### config.mk
export PLATFORM = sky130hd
export DESIGN_NAME = cyclic_state_canonicalizer_top_flat
export DESIGN_NICKNAME = d
export VERILOG_FILES = /design/src/rtl/core/csc_pkg.sv /design/src/rtl/core/csc_if.sv /design/src/rtl/core/cyclic_state_canonicalizer_top.sv /design/src/rtl/core/csc_cell.sv /design/src/rtl/core/csc_ring.sv /design/src/rtl/core/csc_track.sv /design/src/flat_wrapper.sv
export VERILOG_INCLUDE_DIRS = /design/src /design/src/rtl/core
export SDC_FILE = /design/constraint.sdc
export NUM_CORES = 1
export LEC_CHECK = 0
export BUFFER_PORTS_ARGS = -buffer_cell sky130_fd_sc_hd__buf_2
export CAP_MARGIN = 20
export CORE_MARGIN = 2
export CORE_UTILIZATION = 32
export CTS_CLUSTER_DIAMETER = 200
export DETAILED_ROUTE_END_ITERATION = 10
export GPL_TIMING_DRIVEN = 1
export HOLD_SLACK_MARGIN = 0.02
export PLACE_DENSITY_LB_ADDON = 0.1
export REMOVE_ABC_BUFFERS = 1
export SLEW_MARGIN = 20
export SYNTH_ARGS = -nofsm -noshare
export SYNTH_HDL_FRONTEND = slang
export SYNTH_SLANG_ARGS = --single-unit
### constraint.sdc
create_clock -name clk_i -period 4.67 [get_ports clk_i]
set_clock_uncertainty 0.2 [all_clocks]
set_input_delay 0.2335 -clock clk_i [delete_from_list [all_inputs] [get_ports clk_i]]
set_output_delay 0.2335 -clock clk_i [all_outputs]
set_load 0.005 [all_outputs]
### src/rtl/core/cyclic_state_canonicalizer_top_macros.svh
// Assertion macros shared by the canonicaliser RTL.
// Included by the files that carry concurrent assertions; no other dependencies.
`ifndef CYCLIC_STATE_CANONICALIZER_TOP_MACROS_SVH
`define CYCLIC_STATE_CANONICALIZER_TOP_MACROS_SVH

// Property checked at every clock edge outside reset.
`define CSC_ASSERT(lbl, clk, rstn, prop) \
  lbl: assert property (@(posedge clk) disable iff (!(rstn)) (prop)) \
    else $error("canonicaliser assertion failed");

// Property checked at every clock edge, reset included.
`define CSC_ASSERT_ALWAYS(lbl, clk, prop) \
  lbl: assert property (@(posedge clk) (prop)) \
    else $error("canonicaliser assertion failed during reset");

`endif

### src/rtl/core/csc_pkg.sv
// Package of the cyclic state canonicaliser: ring size, widths, codes and shared types.
// No dependencies; imported by the top level, csc_ring, csc_track and the bench.
`timescale 1ns / 1ps
`default_nettype none

package csc_pkg;

  localparam int SITES = 16;
  localparam int CW    = $clog2(SITES + 1);  // step counter, 1 to SITES
  localparam int SW    = $clog2(SITES);      // rotation count, 0 to SITES-1
  localparam int AW    = $clog2(SITES) + 1;  // momentum phase accumulator

  typedef enum logic [1:0] {
    VERDICT_ACCEPT       = 2'd0,
    VERDICT_NOT_SMALLEST = 2'd1,
    VERDICT_INCOMPAT     = 2'd2
  } verdict_e;

  typedef enum logic [2:0] {
    ST_IDLE = 3'b001,
    ST_RUN  = 3'b010,
    ST_DONE = 3'b100
  } state_e;

  typedef struct packed {
    logic          load;
    logic          step;
    logic [CW-1:0] cnt;
  } ctrl_t;

  typedef struct packed {
    logic [SITES-1:0] rot;
    logic             match;
  } ring_stat_t;

  typedef struct packed {
    logic [SITES-1:0] best;
    logic [SW-1:0]    shift;
    logic [CW-1:0]    per;
    logic             compat;
  } result_t;

  // Momentum reduced into the ring range by repeated subtraction; a 4-bit k
  // needs at most seven passes for the smallest ring.
  function automatic logic [AW-1:0] kmod(input logic [3:0] k);
    int v;
    v = int'(k);
    for (int i = 0; i < 8; i++) begin
      if (v >= SITES) begin
        v = v - SITES;
      end
    end
    return AW'(v);
  endfunction

endpackage

`default_nettype wire

### src/rtl/core/csc_if.sv
// Request and response channel interfaces of the canonicaliser.
// Depends on nothing, not even csc_pkg; payload widths are fixed.
`timescale 1ns / 1ps
`default_nettype none

interface csc_req_if;
  logic        valid;
  logic        ready;
  logic [15:0] state_word;
  logic [3:0]  momentum;

  modport source (output valid, state_word, momentum, input ready);
  modport sink   (input valid, state_word, momentum, output ready);
endinterface

interface csc_rsp_if;
  logic        valid;
  logic        ready;
  logic [15:0] rep_value;
  logic [3:0]  rep_shift;
  logic [4:0]  period;
  logic [1:0]  verdict;

  modport source (output valid, rep_value, rep_shift, period, verdict, input ready);
  modport sink   (input valid, rep_value, rep_shift, period, verdict, output ready);
endinterface

`default_nettype wire

### src/rtl/core/cyclic_state_canonicalizer_top.sv
// Top level of the cyclic state canonicaliser: sequencer, output register, ring and tracker.
// Depends on csc_pkg, csc_if, csc_ring, csc_track and the assertion macro header.
//
//   channel  | direction | payload
//   ---------+-----------+------------------------------------------------
//   req_i    | in        | state_word[15:0], momentum[3:0]
//   rsp_o    | out       | rep_value[15:0], rep_shift[3:0], period[4:0], verdict[1:0]
//
// Each request passes through the load edge, SITES rotation steps through
// the cell ring, and the write of the output register.
// One request is in the ring at a time; the next is taken once the last is
// in the output register, even while that result still waits for rsp ready.
// A stalled response holds the finished request in the ring until it frees.
// Reset clears the sequencer, the output valid flag and the period register only.
`timescale 1ns / 1ps
`default_nettype none
`include "cyclic_state_canonicalizer_top_macros.svh"

module cyclic_state_canonicalizer_top (
  input  wire         clk_i,
  input  wire         rst_ni,
  csc_req_if.sink     req_i,
  csc_rsp_if.source   rsp_o
);
  import csc_pkg::*;

  state_e           state_q, state_d;
  logic [CW-1:0]    cnt_q, cnt_d;
  logic             out_valid_q, out_valid_d;
  logic             out_load;
  logic             req_fire;
  ctrl_t            ctrl;
  ring_stat_t       stat;
  result_t          res;
  logic [SITES-1:0] word;
  logic [31:0]      word_ext;
  logic [31:0]      best_ext;
  logic [31:0]      shift_ext;
  logic [31:0]      per_ext;
  verdict_e         verdict_d;
  logic [15:0]      rep_value_q;
  logic [3:0]       rep_shift_q;
  logic [4:0]       period_q;
  verdict_e         verdict_q;

  assign req_i.ready = (state_q == ST_IDLE);
  assign req_fire    = req_i.valid && req_i.ready;

  // Bits of the word above the ring are dropped.
  assign word_ext = 32'(req_i.state_word);
  assign word     = word_ext[SITES-1:0];

  assign ctrl.load = req_fire;
  assign ctrl.step = (state_q == ST_RUN);
  assign ctrl.cnt  = cnt_q;

  always_comb begin
    state_d  = state_q;
    cnt_d    = cnt_q;
    out_load = 1'b0;
    case (state_q)
      ST_IDLE: begin
        if (req_fire) begin
          state_d = ST_RUN;
          cnt_d   = CW'(1);
        end
      end
      ST_RUN: begin
        if (cnt_q == CW'(SITES)) begin
          state_d = ST_DONE;
        end else begin
          cnt_d = cnt_q + CW'(1);
        end
      end
      ST_DONE: begin
        if (!out_valid_q || rsp_o.ready) begin
          out_load = 1'b1;
          state_d  = ST_IDLE;
        end
      end
      default: begin
        state_d = ST_IDLE;
      end
    endcase
  end

  always_comb begin
    out_valid_d = out_valid_q;
    if (out_load) begin
      out_valid_d = 1'b1;
    end else if (rsp_o.ready) begin
      out_valid_d = 1'b0;
    end
  end

  always_ff @(posedge clk_i or negedge rst_ni) begin
    if (!rst_ni) begin
      state_q     <= ST_IDLE;
      cnt_q       <= '0;
      out_valid_q <= 1'b0;
    end else begin
      state_q     <= state_d;
      cnt_q       <= cnt_d;
      out_valid_q <= out_valid_d;
    end
  end

  csc_ring u_ring (
    .clk_i  (clk_i),
    .ctrl_i (ctrl),
    .word_i (word),
    .stat_o (stat)
  );

  csc_track u_track (
    .clk_i      (clk_i),
    .rst_ni     (rst_ni),
    .ctrl_i     (ctrl),
    .word_i     (word),
    .momentum_i (req_i.momentum),
    .stat_i     (stat),
    .res_o      (res)
  );

  // The best value only moves on a strictly smaller rotation, so a nonzero
  // count means the word is not its own representative.
  always_comb begin
    if (res.shift != '0) begin
      verdict_d = VERDICT_NOT_SMALLEST;
    end else if (res.compat) begin
      verdict_d = VERDICT_ACCEPT;
    end else begin
      verdict_d = VERDICT_INCOMPAT;
    end
  end

  assign best_ext  = 32'(res.best);
  assign shift_ext = 32'(res.shift);
  assign per_ext   = 32'(res.per);

  always_ff @(posedge clk_i) begin
    if (out_load) begin
      rep_value_q <= best_ext[15:0];
      rep_shift_q <= shift_ext[3:0];
      period_q    <= per_ext[4:0];
      verdict_q   <= verdict_d;
    end
  end

  assign rsp_o.valid     = out_valid_q;
  assign rsp_o.rep_value = rep_value_q;
  assign rsp_o.rep_shift = rep_shift_q;
  assign rsp_o.period    = period_q;
  assign rsp_o.verdict   = verdict_q;

  `CSC_ASSERT(a_fire_starts_run, clk_i, rst_ni, req_fire |=> (state_q == ST_RUN))
  `CSC_ASSERT(a_run_count_range, clk_i, rst_ni,
              (state_q == ST_RUN) |-> ((cnt_q != '0) && (cnt_q <= CW'(SITES))))
  `CSC_ASSERT(a_period_found, clk_i, rst_ni, (state_q == ST_DONE) |-> (res.per != '0))
  `CSC_ASSERT(a_load_from_done, clk_i, rst_ni, out_load |-> (state_q == ST_DONE))
  `CSC_ASSERT_ALWAYS(a_reset_idle, clk_i, !rst_ni |=> (state_q == ST_IDLE) && !out_valid_q)

endmodule

`default_nettype wire

### src/rtl/core/csc_cell.sv
// One site of the rotating ring: the current bit and the bit loaded at the start.
// Depends on nothing; instantiated by csc_ring.
`timescale 1ns / 1ps
`default_nettype none

module csc_cell (
  input  wire  clk_i,
  input  wire  load_i,
  input  wire  shift_i,
  input  wire  load_bit_i,
  input  wire  nb_bit_i,
  output logic bit_o,
  output logic match_o
);

  logic bit_q;
  logic orig_q;

  always_ff @(posedge clk_i) begin
    if (load_i) begin
      bit_q  <= load_bit_i;
      orig_q <= load_bit_i;
    end else if (shift_i) begin
      bit_q <= nb_bit_i;
    end
  end

  // The neighbour's bit is this site's value after the coming rotation.
  assign bit_o   = bit_q;
  assign match_o = (nb_bit_i == orig_q);

endmodule

`default_nettype wire

### src/rtl/core/csc_ring.sv
// Ring of SITES cells that rotates the word by one site per step.
// Depends on csc_pkg and csc_cell.
`timescale 1ns / 1ps
`default_nettype none

module csc_ring (
  input  wire                      clk_i,
  input  csc_pkg::ctrl_t           ctrl_i,
  input  wire  [csc_pkg::SITES-1:0] word_i,
  output csc_pkg::ring_stat_t      stat_o
);
  import csc_pkg::*;

  logic [SITES-1:0] cur;
  logic [SITES-1:0] nb;
  logic [SITES-1:0] match;

  for (genvar i = 0; i < SITES; i++) begin : g_cell
    // Site i takes the bit of site i+1; the top site takes site 0.
    assign nb[i] = cur[(i + 1) % SITES];

    csc_cell u_cell (
      .clk_i      (clk_i),
      .load_i     (ctrl_i.load),
      .shift_i    (ctrl_i.step),
      .load_bit_i (word_i[i]),
      .nb_bit_i   (nb[i]),
      .bit_o      (cur[i]),
      .match_o    (match[i])
    );
  end

  assign stat_o.rot   = nb;
  assign stat_o.match = &match;

endmodule

`default_nettype wire

### src/rtl/core/csc_track.sv
// Tracks the smallest rotation, its count, the period and momentum compatibility.
// Depends on csc_pkg; fed by csc_ring and the sequencer in the top level.
`timescale 1ns / 1ps
`default_nettype none

module csc_track (
  input  wire                       clk_i,
  input  wire                       rst_ni,
  input  csc_pkg::ctrl_t            ctrl_i,
  input  wire  [csc_pkg::SITES-1:0] word_i,
  input  wire  [3:0]                momentum_i,
  input  csc_pkg::ring_stat_t       stat_i,
  output csc_pkg::result_t          res_o
);
  import csc_pkg::*;

  logic [SITES-1:0] best_q;
  logic [SW-1:0]    shift_q;
  logic [CW-1:0]    per_q, per_d;
  logic [AW-1:0]    acc_q, acc_d;
  logic [AW-1:0]    kred_q;
  logic             compat_q;
  logic [AW-1:0]    acc_sum;

  // acc_d holds k*r modulo SITES for the current step r; the period p is
  // compatible exactly when k*p is a multiple of SITES.
  always_comb begin
    acc_sum = acc_q + kred_q;
    acc_d   = (acc_sum >= AW'(SITES)) ? (acc_sum - AW'(SITES)) : acc_sum;
    per_d   = per_q;
    if (ctrl_i.load) begin
      per_d = '0;
    end else if (ctrl_i.step && (per_q == '0) && stat_i.match) begin
      per_d = ctrl_i.cnt;
    end
  end

  always_ff @(posedge clk_i or negedge rst_ni) begin
    if (!rst_ni) begin
      per_q <= '0;
    end else begin
      per_q <= per_d;
    end
  end

  always_ff @(posedge clk_i) begin
    if (ctrl_i.load) begin
      best_q   <= word_i;
      shift_q  <= '0;
      acc_q    <= '0;
      kred_q   <= kmod(momentum_i);
      compat_q <= 1'b0;
    end else if (ctrl_i.step) begin
      acc_q <= acc_d;
      if ((ctrl_i.cnt < CW'(SITES)) && (stat_i.rot < best_q)) begin
        best_q  <= stat_i.rot;
        shift_q <= ctrl_i.cnt[SW-1:0];
      end
      if ((per_q == '0) && stat_i.match) begin
        compat_q <= (acc_d == '0);
      end
    end
  end

  assign res_o.best   = best_q;
  assign res_o.shift  = shift_q;
  assign res_o.per    = per_q;
  assign res_o.compat = compat_q;

endmodule

`default_nettype wire

### src/flat_wrapper.sv
// flat-port wrapper written by rule: the top's interface ports become plain ports
module cyclic_state_canonicalizer_top_flat import csc_pkg::*;
  (clk_i, rst_ni, req_i_valid, req_i_state_word, req_i_momentum, req_i_ready, rsp_o_valid, rsp_o_rep_value, rsp_o_rep_shift, rsp_o_period, rsp_o_verdict, rsp_o_ready);
  csc_req_if req_i_i ();
  csc_rsp_if rsp_o_i ();
  input  wire clk_i;
  input  wire rst_ni;
  input wire logic [$bits(req_i_i.valid)-1:0] req_i_valid;
  input wire logic [$bits(req_i_i.state_word)-1:0] req_i_state_word;
  input wire logic [$bits(req_i_i.momentum)-1:0] req_i_momentum;
  output wire logic [$bits(req_i_i.ready)-1:0] req_i_ready;
  output wire logic [$bits(rsp_o_i.valid)-1:0] rsp_o_valid;
  output wire logic [$bits(rsp_o_i.rep_value)-1:0] rsp_o_rep_value;
  output wire logic [$bits(rsp_o_i.rep_shift)-1:0] rsp_o_rep_shift;
  output wire logic [$bits(rsp_o_i.period)-1:0] rsp_o_period;
  output wire logic [$bits(rsp_o_i.verdict)-1:0] rsp_o_verdict;
  input wire logic [$bits(rsp_o_i.ready)-1:0] rsp_o_ready;
  assign req_i_i.valid = req_i_valid;
  assign req_i_i.state_word = req_i_state_word;
  assign req_i_i.momentum = req_i_momentum;
  assign req_i_ready = req_i_i.ready;
  assign rsp_o_valid = rsp_o_i.valid;
  assign rsp_o_rep_value = rsp_o_i.rep_value;
  assign rsp_o_rep_shift = rsp_o_i.rep_shift;
  assign rsp_o_period = rsp_o_i.period;
  assign rsp_o_verdict = rsp_o_i.verdict;
  assign rsp_o_i.ready = rsp_o_ready;
  cyclic_state_canonicalizer_top u_core (.clk_i(clk_i), .rst_ni(rst_ni), .req_i(req_i_i), .rsp_o(rsp_o_i));
endmodule
==> results of run 1 <==
kinds of logic after synthesis:
group,Yosys count,synth area share
multiplexers,5,0.01175
adder cells (fa/ha/maj),22,0.06641
buffers and inverters,29,0.02733
AO/OA/AOI/OAI,29,0.04937
AND/OR/NAND/NOR,109,0.1199
flip-flops,102,0.6820
XOR/XNOR,21,0.04320
power breakdown:
| group | total, mW | internal [mW] | switching [mW] |
|---|---|---|---|
| clock | 0.720 | 0.393 | 0.328 |
| sequential | 1.49 | 1.33 | 0.164 |
| combinational | 0.806 | 0.313 | 0.493 |
| total | 3.02 | 2.03 | 0.985 |
repair_timing:
item                       4_1_cts  5_1_grt
setup endpoints to repair        0        0
hold endpoints to repair        61        0
hold buffers                    22        0
cell usage in the layout (no fill, tap or decap), types with 6 or more instances in the layout:
cell type / n
sky130_fd_sc_hd__ha_1: 21
sky130_fd_sc_hd__nor2_1: 11
sky130_fd_sc_hd__a21oi_1: 7
sky130_fd_sc_hd__buf_2: 52
sky130_fd_sc_hd__dfxtp_1: 9
sky130_fd_sc_hd__xnor2_1: 11
sky130_fd_sc_hd__dlygate4sd3_1: 22
sky130_fd_sc_hd__dfrtp_1: 13
sky130_fd_sc_hd__clkbuf_16: 10
sky130_fd_sc_hd__nand2_1: 67
sky130_fd_sc_hd__inv_1: 21
sky130_fd_sc_hd__xor2_1: 10
sky130_fd_sc_hd__nand4_1: 6
sky130_fd_sc_hd__edfxtp_1: 79
sky130_fd_sc_hd__o21ai_0: 6
flip-flops by register name, summed over array words and instances, names as in the netlist:
name	cells
u_core.cnt_q	5
u_core.rsp_o.period	5
u_core.rsp_o.rep_shift	4
u_core.rsp_o.rep_value	16
u_core.rsp_o.valid	1
u_core.rsp_o.verdict	2
u_core.state_q	3
u_core.u_ring.g_cell.u_cell.bit_o	16
u_core.u_ring.g_cell.u_cell.orig_q	16
u_core.u_track.acc_q	4
u_core.u_track.best_q	16
u_core.u_track.compat_q	1
u_core.u_track.kred_q	4
u_core.u_track.per_q	5
u_core.u_track.shift_q	4
worst max path at each step:
stage,cells past startpoint,from,slack [ns],endpoint
2_1_floorplan,6,u_core.state_q[0]$_DFFE_PN1P_,1.72,u_core.cnt_q[0]$_DFFE_PN0P_
3_5_place_dp,6,u_core.u_ring.g_cell[8].u_cell.bit_o$_DFFE_PP_,1.62,u_core.u_track.best_q[10]$_DFFE_PP_
5_1_grt,6,u_core.u_ring.g_cell[7].u_cell.bit_o$_DFFE_PP_,1.47,u_core.u_track.best_q[2]$_DFFE_PP_
4_1_cts,6,u_core.u_ring.g_cell[7].u_cell.bit_o$_DFFE_PP_,1.61,u_core.u_track.best_q[9]$_DFFE_PP_
6_report,6,u_core.u_ring.g_cell[8].u_cell.bit_o$_DFFE_PP_,1.64,u_core.u_track.best_q[15]$_DFFE_PP_
3_3_place_gp,6,u_core.u_ring.g_cell[8].u_cell.bit_o$_DFFE_PP_,1.62,u_core.u_track.best_q[14]$_DFFE_PP_
final cells by class:
cell class | count | area [µm²] | share of cell area
multi-input cells | 186 | 1240 | 0.2367
clock buffers | 11 | 254.0 | 0.04848
repair buffers | 78 | 510.5 | 0.09744
well taps | 176 | 220.2 | 0.04203
flip-flops and latches | 102 | 2904 | 0.5543
inverters | 21 | 78.83 | 0.01505
clock inverters | 5 | 31.28 | 0.005971
layer usage:
layer  vias to the layer above  wire length (µm)
met5                         -                 0
met4                         0                82
met3                         7               305
met2                        42              4465
met1                      1227              3851
li1                       1278                 -
per-stage QoR:
stage / area [µm²] / hold WS (ns)
after floorplan: 4220 / -0.2621
after global placement: 4733 / -0.04645
after detailed placement: 4733 / -0.04147
after CTS: 5239 / 0.05420
after global routing: 5239 / 0.08677
final: 5239 / 0.06463
worst min-delay path: stages:
cell and delay (ns):
sky130_fd_sc_hd__buf_2 0.11, sky130_fd_sc_hd__nand3b_1 0.07, sky130_fd_sc_hd__a21oi_1 0.07, sky130_fd_sc_hd__nor2_1 0.09
==> results.txt, run 1 <==
----------------------------------------------------
[Timing]
  TNS Setup ... 0 ns
  Slew of the pin with the lowest slew margin ... 0.7909 ns
  Slew Limit Headroom ... 0.4715
  Timing-limited maximum frequency ... roughly 330 MHz
  Fin. max-slew vios ... 0
  Final setup violation count ... 0
  Minimum clock period after layout ... 3.028 ns
  Crit share post-route ... 0.6484
  Final Hold Viols ... 0
  RSZ-0062 raised after global routing ... false
  Final worst setup slack ... 1.642 ns

[Yosys]
  Number of distinct library cells after synthesis ... a little over 40
  Number of flip-flops and latches in the synthesized netlist ... 102
  Cell type with the highest aggregate area in the netlist ... sky130_fd_sc_hd__edfxtp_1
  Avg Inst Size Synth ... 13.43 µm²
  Number of cells produced by synthesis ... 317
  Fraction of synthesis flops using an asynchronous set or reset pin ... 0.1373
  Post-synthesis instance area ... 0.004258 mm²
  Post-synth EDFFs ... 79
  Top post-synthesis cells by area ... sky130_fd_sc_hd__edfxtp_1 (56%), sky130_fd_sc_hd__dfrtp_1 (7.6%), sky130_fd_sc_hd__ha_1 (6.2%)
  Post-synth top area share ... 0.5572
  Number of warning messages in the yosys log ... 0
  Flip-flop cell with the highest count after synthesis ... sky130_fd_sc_hd__edfxtp_1
  Most frequent cells after synthesis ... sky130_fd_sc_hd__edfxtp_1 (79), sky130_fd_sc_hd__nand2_1 (67), sky130_fd_sc_hd__ha_1 (21), sky130_fd_sc_hd__inv_1 (21), sky130_fd_sc_hd__dfrtp_1 (13)
  Portion of the post-synthesis area used by sequential elements ... 0.6820
  Most instantiated library cell after synthesis ... sky130_fd_sc_hd__edfxtp_1

[Power]
  Worst ir drop on vdd ... 0.1937 mV
  Leakage power ... 2.176 nW
  Pwr per Cell Area ... 575.7 mW/mm²
  Overall power after layout ... 3.016 mW

[Placement]
  Placed instance count ... 541
  Placed wire-length estimate after detailed placement ... 6018 µm
  Last weighted congestion value of the routability-driven placer ... 0.7188
  Number of buffer cells added on primary ports ... 52
  Worst-case setup slack after placement ... 1.620 ns

[Drt]
  Final antenna-violating net count ... 0
  Via-per-instance ratio ... 4.411
  DRC violation total after the first TritonRoute iteration ... 149
  Total via count after detailed routing ... ~2600
  Drt wl/cell ... 15.03 µm
  DRC ... 0
  Pre-antenna DRT Iters ... 4
  Total detailed-routing wirelength ... 8705 µm

[Worst setup path]
  Crit-path leading delay family ... compound AO/OA/AOI/OAI gates
  Critical path capture point type ... register
  Critical path start-end classification ... register to register
  CP Buf/Inv Count ... 0
  Largest driver fanout on the critical path ... 16
  R2R depth ... 6
  Capture instance of the worst register-to-register path ... u_core.u_track.best_q[15]$_DFFE_PP_
  Max stage delay cell, worst path ... sky130_fd_sc_hd__nand2_1
  Startpoint types ... register
  Slowest Stage Delay on Critical Path ... 0.61 ns
  Launching point of the worst reg2reg path ... u_core.u_ring.g_cell[8].u_cell.bit_o$_DFFE_PP_
  Register-to-register setup slack ... approximately 1.6 ns
  Arrival time worst endpoint ... 2.81 ns
  Crit path required time ... about 4.5 ns
  Critical Path, Cell by Cell ... ha_1 > and3_1 > a221oi_1 > o21ai_0 > a211o_1 > nand2_1

[Die]
  Width of the chip ... 119.4 µm
  Vertical extent of the die ... 119.4 µm
  Die Area ... 0.01424 mm²
  Number of standard-cell rows in the floorplan ... 42
  Core Area ... 0.01314 mm²
  Number of primary I/O pins ... 53
  Initial core utilization ... 0.3241

[Clock network]
  Post-CTS Setup Bufs ... 0
  Number of buffers created by CTS ... 9
  Clk slew on worst S/H paths ... 0.07 ns
  Clk Tree Root Cell ... sky130_fd_sc_hd__clkbuf_16
  CTS Sinks ... 102
  Number of gates resized after cts ... 0
  Latest clock arrival within the worst-skew pair ... ~0.35 ns
  Buffers from clock root to sink, at most ... 2
  Clock tree from TritonCTS ... yes
  CTS H-tree lvls ... 3

[Global routing]
  Number of global-route vias before repair ... about 2600
  Initial antenna violation count ... 0
  Largest net degree at the start of global routing ... 39
  GRT overflow ... 0
  Overall track demand over capacity in global routing ... 0.1314
  Met2 layer usage reported by global route ... 0.2274
  Routing usage on met3 ... 0.04023
  First-pass GRT wire length ... 13930 µm
  Met1 track demand over resource ... 0.1555
  Most used routing layer in global routing ... met2

[Worst hold path]
  Hold depth ... 4
  Hold path startpoint ... req_i_valid
  Terminating pin of the worst hold path ... u_core.state_q[0]$_DFFE_PN1P_
  Worst min-delay path category ... input pin to register

[Finish]
  Fill cell count ... 1290
  Layout cell share with drive strength beyond 1 ... 0.1935
  Number of nets in the layout ... 444
  Post-route insts no fill ... 579
  Final Core Density ... 0.3988
  Post-synthesis to final-layout area growth ... 23.04%
  Antenna cell count ... 0

[Run]
  Max cap viols ... 0

[Run status]
  Result of the run ... finished, final reports clean

----------------------------------------------------
(Power assumes the default switching activity.)
==> run 2: changes to the inputs <==
- clock period: 4.67 -> 3.08 ns (I/O delays scaled with it)
==> run 2 against run 1 <==
Non-clock buffer count grew 4. Critical path depth up 1. Global-route usage down 0.54 points. Combinational power rose by 55%. Sequential share of layout area fell by 0.26 points. Via count increased by 1.9%. Setup slack worse by 1.3 ns. Register-to-register slack got worse by 1.3 ns. Clock power up 47%. First-iteration DRC count decreased by 15%. Largest cell class unchanged. Wire length shrank 2.5%.
==> results.txt, run 2 (synthesized netlist as in run 1, its figures left out) <==
----------------------------------------------------
[Run status]
  Result of the run ... finished, final reports clean

[Drt]
  Final antenna-violating net count ... 0
  DRC violation total after the first TritonRoute iteration ... 126
  Total via count after detailed routing ... 2602
  Pre-antenna DRT Iters ... 4
  Via-per-instance ratio ... ~4.5
  Total detailed-routing wirelength ... 8485 µm
  Drt wl/cell ... 14.55 µm
  DRC ... 0

[Worst hold path]
  Worst min-delay path category ... input pin to async pin

[Clock network]
  Clk slew on worst S/H paths ... 0.06 ns
  Clock tree from TritonCTS ... yes
  Number of buffers created by CTS ... 9
  Clk Tree Root Cell ... sky130_fd_sc_hd__clkbuf_16
  Latest clock arrival within the worst-skew pair ... 0.34 ns
  Post-CTS Setup Bufs ... 0
  CTS Sinks ... 102
  Buffers from clock root to sink, at most ... 2
  CTS H-tree lvls ... 3

[Die]
  Number of primary I/O pins ... 53
  Initial core utilization ... 0.3241
  Number of standard-cell rows in the floorplan ... between 40 and 50
  Width of the chip ... 119.4 µm
  Vertical extent of the die ... 119.4 µm
  Die Area ... between 0.01 and 0.015 mm²
  Core Area ... 0.01314 mm²

[Worst setup path]
  Largest driver fanout on the critical path ... 16
  Critical path start-end classification ... register to register
  Startpoint types ... register
  R2R depth ... 7
  Crit path required time ... ~2.9 ns
  Critical path capture point type ... register
  Capture instance of the worst register-to-register path ... u_core.u_track.best_q[3]$_DFFE_PP_
  Arrival time worst endpoint ... 2.53 ns
  Launching point of the worst reg2reg path ... u_core.u_ring.g_cell[7].u_cell.bit_o$_DFFE_PP_
  Register-to-register setup slack ... 0.37 ns

[Placement]
  Last weighted congestion value of the routability-driven placer ... 0.7589
  Placed wire-length estimate after detailed placement ... ~6000 µm
  Worst-case setup slack after placement ... approximately 0.35 ns
  Instance area at placement ... ~0.0048 mm²
  Number of buffer cells added on primary ports ... 52
  Placed instance count ... 544

[Global routing]
  GRT overflow ... 0
  Largest net degree at the start of global routing ... 27
  Overall track demand over capacity in global routing ... 0.1260
  Number of global-route vias before repair ... ~2600
  Initial antenna violation count ... 0
  First-pass GRT wire length ... roughly 13000 µm

[Timing]
  Min Hold Slack ... 0.03707 ns
  Minimum clock period after layout ... 2.708 ns
  Timing-limited maximum frequency ... 369.3 MHz
  Slew of the pin with the lowest slew margin ... 0.5637 ns
  Fin. max-slew vios ... 0
  Final worst setup slack ... roughly 0.37 ns
  TNS Setup ... 0 ns
  RSZ-0062 raised after global routing ... false
  Slew Limit Headroom ... 0.6234
  Crit share post-route ... 0.8791
  Final Hold Viols ... 0
  Final setup violation count ... 0

[Run]
  Max cap viols ... 0

[Finish]
  Post-synthesis to final-layout area growth ... 23.63%
  Layout cell share with drive strength beyond 1 ... 0.1966
  Antenna cell count ... 0
  Final Core Density ... 0.4007
  Total non-filler cell area in the finished layout ... between 0.005 and 0.006 mm²
  Number of nets in the layout ... about 450
  Most frequent standard cell in the layout excluding fill and tap cells ... sky130_fd_sc_hd__edfxtp_1
  Post-route insts no fill ... 583
  Commonest cells after routing, fill and taps aside ... sky130_fd_sc_hd__edfxtp_1 (79), sky130_fd_sc_hd__nand2_1 (67), sky130_fd_sc_hd__buf_2 (52)

[Power]
  Leakage power ... 2.199 nW
  Pwr per Cell Area ... 868.1 mW/mm²
  Overall power after layout ... 4.569 mW
  Worst ir drop on vdd ... 0.3052 mV

----------------------------------------------------
-- run 2: changes by cell type in the layout (fill, tap and decap cells not counted), sizes merged --
cell         previous run  this run
buf                    56        59
clkinv                  2         4
inv                    22        21
clkinvlp                2         0
dlygate4sd3            22        23
clkbuf                 11        12
-- run 2: how the worst max path moves through the flow --
stage                                              end  slack (ns)                                           start
finish              u_core.u_track.best_q[3]$_DFFE_PP_        0.37  u_core.u_ring.g_cell[7].u_cell.bit_o$_DFFE_PP_
global route        u_core.u_track.best_q[7]$_DFFE_PP_        0.19  u_core.u_ring.g_cell[8].u_cell.bit_o$_DFFE_PP_
floorplan                  u_core.cnt_q[0]$_DFFE_PN0P_        0.13                   u_core.state_q[0]$_DFFE_PN1P_
global placement    u_core.u_track.best_q[9]$_DFFE_PP_        0.38  u_core.u_ring.g_cell[8].u_cell.bit_o$_DFFE_PP_
detailed placement  u_core.u_track.best_q[9]$_DFFE_PP_        0.35  u_core.u_ring.g_cell[8].u_cell.bit_o$_DFFE_PP_
CTS                 u_core.u_track.best_q[4]$_DFFE_PP_        0.33  u_core.u_ring.g_cell[7].u_cell.bit_o$_DFFE_PP_
-- run 2: final cells by class --
cell class | count | area, µm²
timing repair buffer | 82 | 543.0
tap | 176 | 220.2
inverter | 21 | 78.83
multi-input combinational | 186 | 1240
fill | 1292 | 7874
sequential | 102 | 2904
clock buffer | 12 | 257.7
clock inverter | 4 | 20.02
-- run 2: where the power goes --
| part | switching [mW] | leakage [nW] | internal, mW | total [mW] |
|---|---|---|---|---|
| Sequential | 0.246 | 0.997 | 2.00 | 2.25 |
| Clock | 0.472 | 0.141 | 0.592 | 1.06 |
| Combinational | 0.754 | 1.06 | 0.500 | 1.25 |
-- run 2: repair_timing --
action / CTS / global route
endpoints found under the setup margin: 0 / 0
hold buffers: 23 / 0
resized for setup: 0 / 0
hold endpoints to repair: 68 / 0
-- run 2: per-layer routing --
metal | GRT usage | vias to the layer above | wire [µm]
met3 | 0.04023 | 8 | 279
met2 | 0.2162 | 34 | 4332
met5 | 0 | - | 0
li1 | - | 1290 | -
met4 | 0.03309 | 0 | 102
met1 | 0.1535 | 1270 | 3770
-- run 2: worst max-delay path: stages (launching register included) --
cell and delay [ns]:
sky130_fd_sc_hd__edfxtp_1 0.44, sky130_fd_sc_hd__ha_1 0.34, sky130_fd_sc_hd__and3_1 0.19, sky130_fd_sc_hd__a221oi_1 0.28
sky130_fd_sc_hd__o21ai_0 0.16, sky130_fd_sc_hd__a211o_1 0.41, sky130_fd_sc_hd__nand2_1 0.10, sky130_fd_sc_hd__buf_4 0.26
